<file path="src/rtl/core/c2d_pkg.sv">
`default_nettype none

package c2d_pkg;

    localparam int unsigned VALUE_W = 16;
    localparam int unsigned SUM_W   = 48;
    localparam int unsigned CFG_W   = 11;
    localparam int unsigned MAX_ROWS = 1024;

    typedef enum logic [2:0] {
        CFG_IN_HEIGHT     = 3'd0,
        CFG_IN_WIDTH      = 3'd1,
        CFG_IN_CHANNELS   = 3'd2,
        CFG_KERNEL_HEIGHT = 3'd3,
        CFG_KERNEL_WIDTH  = 3'd4,
        CFG_NUM_KERNELS   = 3'd5
    } t_cfg_index;

    typedef enum logic {
        KIND_WEIGHT = 1'b0,
        KIND_SAMPLE = 1'b1
    } t_kind;

    typedef struct packed {
        logic                       kind;
        logic                       frame_start;
        logic [3:0]                 weight_kernel;
        logic [1:0]                 weight_channel;
        logic [2:0]                 weight_row;
        logic [2:0]                 weight_col;
        logic signed [VALUE_W-1:0]  value;
    } t_in_item;

    typedef struct packed {
        logic [9:0]                 out_row;
        logic [5:0]                 out_col;
        logic [3:0]                 out_kernel;
        logic signed [SUM_W-1:0]    sum;
        logic                       last;
    } t_out_item;

    typedef enum logic [2:0] {
        ST_IDLE,
        ST_ACCUM,
        ST_DRAIN,
        ST_EMIT
    } t_state;

    // one tap read request from the sequencer to the memories
    typedef struct packed {
        logic rd_en;
        logic first;
    } t_tap_ctl;

endpackage

`default_nettype wire

</file>
<file path="src/rtl/core/c2d_mac.sv">
`default_nettype none

module c2d_mac (
    input  wire logic                                 i_clk,
    input  wire logic                                 i_en,
    input  wire logic                                 i_first,
    input  wire logic signed [15:0]                   i_sample,
    input  wire logic signed [15:0]                   i_weight,
    output logic signed [c2d_pkg::SUM_W-1:0]          o_acc
);

    logic signed [31:0] r_prod;
    logic               r_en;
    logic               r_first;

    always_ff @(posedge i_clk) begin
        r_prod  <= i_sample * i_weight;
        r_en    <= i_en;
        r_first <= i_first;
        if (r_en) begin
            if (r_first) begin
                o_acc <= c2d_pkg::SUM_W'(r_prod);
            end else begin
                o_acc <= o_acc + c2d_pkg::SUM_W'(r_prod);
            end
        end
    end

endmodule

`default_nettype wire

</file>
<file path="config.mk">
export PLATFORM = sky130hd
export DESIGN_NAME = c2d_mac
export DESIGN_NICKNAME = d
export VERILOG_FILES = /design/src/rtl/core/c2d_pkg.sv /design/src/rtl/core/c2d_mac.sv
export SDC_FILE = /design/constraint.sdc
export NUM_CORES = 1
export LEC_CHECK = 0
export BUFFER_PORTS_ARGS = -buffer_cell sky130_fd_sc_hd__buf_2
export CORE_ASPECT_RATIO = 1.25
export CORE_UTILIZATION = 49
export CTS_CLUSTER_SIZE = 20
export DETAILED_ROUTE_END_ITERATION = 10
export GPL_TIMING_DRIVEN = 0
export HOLD_SLACK_MARGIN = 0.08
export PLACE_DENSITY = 0.63
export SETUP_SLACK_MARGIN = 0.05
export SYNTH_ARGS = -nofsm -noshare
export SYNTH_HDL_FRONTEND = slang
export SYNTH_SLANG_ARGS = --single-unit
</file>
<file path="constraint.sdc">
create_clock -name i_clk -period 10.5 [get_ports i_clk]
set_input_delay 0.525 -clock i_clk [delete_from_list [all_inputs] [get_ports i_clk]]
set_output_delay 0.525 -clock i_clk [all_outputs]
set_load 0.03 [all_outputs]
</file>
After elaboration in Yosys (flattened, before gate mapping)
Cells that the tools add are included.
- output and inout bits: 48
- register bits: 82
- multiply operators: 1
- add/sub/neg operators: 1
- muxes and demuxes: 1
- operators with widths (operator ; number):
    $add 48x32->48 ; 1
    $mux 48 ; 1
    $mul 16x16->32 ; 1

Depth between registers and ports, before layout
- depth in word-level cells: 2
- gate-level depth with buffers: 26
- mapped depth without buffers: 25

Least setup slack after synthesis
No wires, ideal clock.
- path type: in2reg
- start point: in i_weight[7]
- end point: reg r_prod[30]
- required time: 10.428 ns
- buffers on the path: 2
- arrival: 6.129 ns
- cell stages on the path: 25
- path slack: 4.299 ns
- setup time: 0.072 ns
- cells stage by stage: clkbuf_1 nand2_1 fa_1 inv_1 fa_1 inv_1 fa_1 inv_1 fa_1 fa_1 inv_1 fa_1 inv_1 ha_1 buf_6 a21oi_4 o21ai_2 nor4b_4 a211o_1 nand4_2 a31o_1 a21o_1 a221o_1 a21oi_2 xnor2_1
- word-level cells in the longest chain between the ends: 1
- RTL lines (element ; RTL line ; source):
    start, declared ; c2d_mac.sv:8 ; input wire logic signed [15:0] i_weight,
    $mul 16x16->32 ; c2d_mac.sv:17 ; r_prod <= i_sample * i_weight;
    end signal, assigned ; c2d_mac.sv:17 ;
    end, declared ; c2d_mac.sv:12 ; logic signed [31:0] r_prod;
No other way between the ends.
A chain may end at the register's enable or synchronous reset.

Worst setup path after layout
- start point: in i_sample[10]
- end point: reg r_prod[31]
- word-level cells in the longest chain between the ends: 1
- RTL lines (element ; RTL line ; source):
    start, declared ; c2d_mac.sv:7 ; input wire logic signed [15:0] i_sample,
    $mul 16x16->32 ; c2d_mac.sv:17 ;
No other way between the ends.

==> impl_metrics.ini <==
[outcome]
status = finished, final reports clean

[run]
cap_violations = 0

[sta]
rsz0062_at_grt = no
worstMarginPinSlew_ns = 0.874
fmax_mhz = 147
relSlewSlack_pct = 41.6
whs_ns = 0.280
maxSlewViolCount = 0
setup_viol = 0
setup_ws_ns = 3.70
fin_crit_ns = 6.80
fin_tns_setup_ns = 0
finClkSkew_ns = 0.0172
period_share_pct = 64.8
final-hold-violation-count = 0

[layout]
nNetsFinal = 2183
layout-drive-gt1-share_pct = 7.67
fin_util_pct = 54.2
synthToLayoutAreaGrowth_pct = 7.99
fillers = 2887
antenna_cells = 0

[clock_tree]
cts_tree = built
h-tree-depth = 3
cts-resized-gates = 0
cts_root_buf = clkbuf_16
cts_buffers = 9
cts_setup_buffers = 0
worstSkewPairLatency_ns = 0.34
clock_path_buffers = 2
numClockSinks = 82
clk_pin_slew_ns = 0.08
ctsHoldBuffers = 0

[critical_path]
r2r-start = r_prod[31]
reg2reg_depth = 11
r2r_setup_slack_ns = 7.06
cp_max_fo = 10
cp.arrival_ns = 7.06
reg2reg_to = o_acc[46]
start_kind = primary input
cp_data_required_time_ns = 10.76
end_kind = register
critical_path_class = in -> reg

[hold_path]
holdPathStages = 1
hold_path_class = in -> reg
holdCritStartpoint = i_first
hold_path_end = r_first

[die]
core_area_mm2 = 0.0303
io-pin-count = 83
die_h_um = 199
initial_core_util_pct = 50.2
die_w_um = 160
dieArea_mm2 = 0.0317
row_count = 71

[synth]
yosys.area.top_type = fa_1
yosys_register_bits = 82
dominantRegCellSynth = edfxtp_1
synthArstFlopShare_pct = 0
synth_area_leaders = fa_1 35%, ha_1 11%, edfxtp_1 9.5%, inv_1 8.3%, and2_1 5.2%
yosys_warnings = 0
syn-mean-instance-area_um2 = 9.14
synth_commonest_cells = 336 x inv_1, 263 x fa_1, 188 x nand2_1, 129 x ha_1, 126 x and2_1
ys_seq_area_share_pct = 14.0
syn-num-nets = 2089
synth.top_cell.area_share_pct = 34.6
synth_enable_flop_cells = 48
netlist_area_mm2 = 0.0152
synth.distinct_cells = 74
synth_most_common_cell = inv_1
synthCells = 1662

[drt]
drt_iter0_drc = 676
wl_per_cell_um = 17.6
viasPerCell = 5.39
postRouteAntennaNets = 0
drt-pass1-iter-count = 5
dr_total_vias = 11648
route.detailed.drc = 0
wirelength_mm = 38.0

[placed_design]
dp_slack_ns = 3.36
detailed_place_hpwl_mm = 32.0
gp_congestion = 0.921
place.port_buffers = 82

[grt]
grt_pass1_wl_mm = 63.1
grt_use_total_pct = 25.4
first_global_vias = 12643
antenna_found_initial = 0
grt_overflow_total = 0
grt_max_degree = 37
==> area by class of cell <==
class                   count  area, um^2  area share (%)
plain buffers              59         243            1.48
multi-input cells        1185       11600            70.5
clock buffers               9         225            1.37
well taps                 401         502            3.06
flip-flops and latches     82        2120            12.9
repair buffers             83         430            2.62
inverters                 336        1260            7.68
clock inverters             7        56.3           0.343
==> critical path: stages <==
cell	delay (ns)
buf_2	0.20
clkbuf_1	0.52
nand2_1	0.19
fa_1	0.55
fa_1	0.47
fa_1	0.54
inv_1	0.05
fa_1	0.51
fa_1	0.54
inv_1	0.06
fa_1	0.47
inv_1	0.04
ha_1	0.35
a21o_1	0.20
a21o_1	0.16
a21oi_1	0.16
nor4b_2	0.21
a21oi_1	0.18
o311ai_2	0.38
a21oi_1	0.20
a31o_1	0.26
a21oi_2	0.14
xnor2_1	0.14
==> sequential cells by signal, summed over array words and instances (netlist names) <==
name / count
r_prod: 32
r_first: 1
r_en: 1
o_acc: 48
==> layout by cell type, fill, tap and decap left out, drive strengths merged, types with 9 or more instances in the layout <==
cell type  Yosys  routed
a211oi        10      10
a21o          43      43
a21oi         73      73
a31oi          9       9
and2         126     126
buf            7      90
clkbuf        52      61
dfxtp         34      34
edfxtp        48      48
fa           263     263
ha           129     129
inv          336     341
nand2        189     189
nand2b        12      12
nand3         12      12
nand4         11      11
nor2          52      52
nor3          10      10
o211ai        10      10
o21a          12      12
o21ai         77      77
xnor2         55      55
xor2          24      24
==> metal layers <==
metal / wire, um / GRT usage (%) / up-vias
met4: 1670 / 11.8 / 0
met1: 15100 / 28.7 / 5815
li1: - / - / 5432
met5: 0 / 0 / -
met2: 19500 / 47.5 / 300
met3: 1640 / 3.19 / 101
==> through the flow <==
stage,area [um^2],std cells
3_5_place_dp,16100,2146
4_1_cts,16400,2162
2_1_floorplan,15200,1662
6_report,16400,2162
5_1_grt,16400,2162
3_3_place_gp,16100,2145
==> worst max path at each step <==
stage / startpoint / slack (ns) / cells past startpoint / to
2_1_floorplan: i_weight[7] / 4.30 / 25 / r_prod[30]
3_3_place_gp: i_sample[10] / 3.36 / 23 / r_prod[31]
3_5_place_dp: i_sample[11] / 3.36 / 23 / r_prod[31]
4_1_cts: i_sample[10] / 3.69 / 23 / r_prod[31]
5_1_grt: i_sample[8] / 3.44 / 23 / r_prod[31]
6_report: i_sample[10] / 3.70 / 23 / r_prod[31]
==> cell families after synthesis <==
kind of cell               Yosys count  synth area share [%]
AOI/OAI and AO/OA                  269                  11.7
buffers and inverters              395                  9.90
and+or+nand+nor                    442                  14.5
muxes                                3                 0.214
adders and majority gates          392                  45.3
DFF                                 82                  14.0
xor gates and xnor gates            79                  4.55
Power is left out: the tool's default activity adds up to more than one toggle a clock period on the data nets, which glitch-free logic cannot reach.
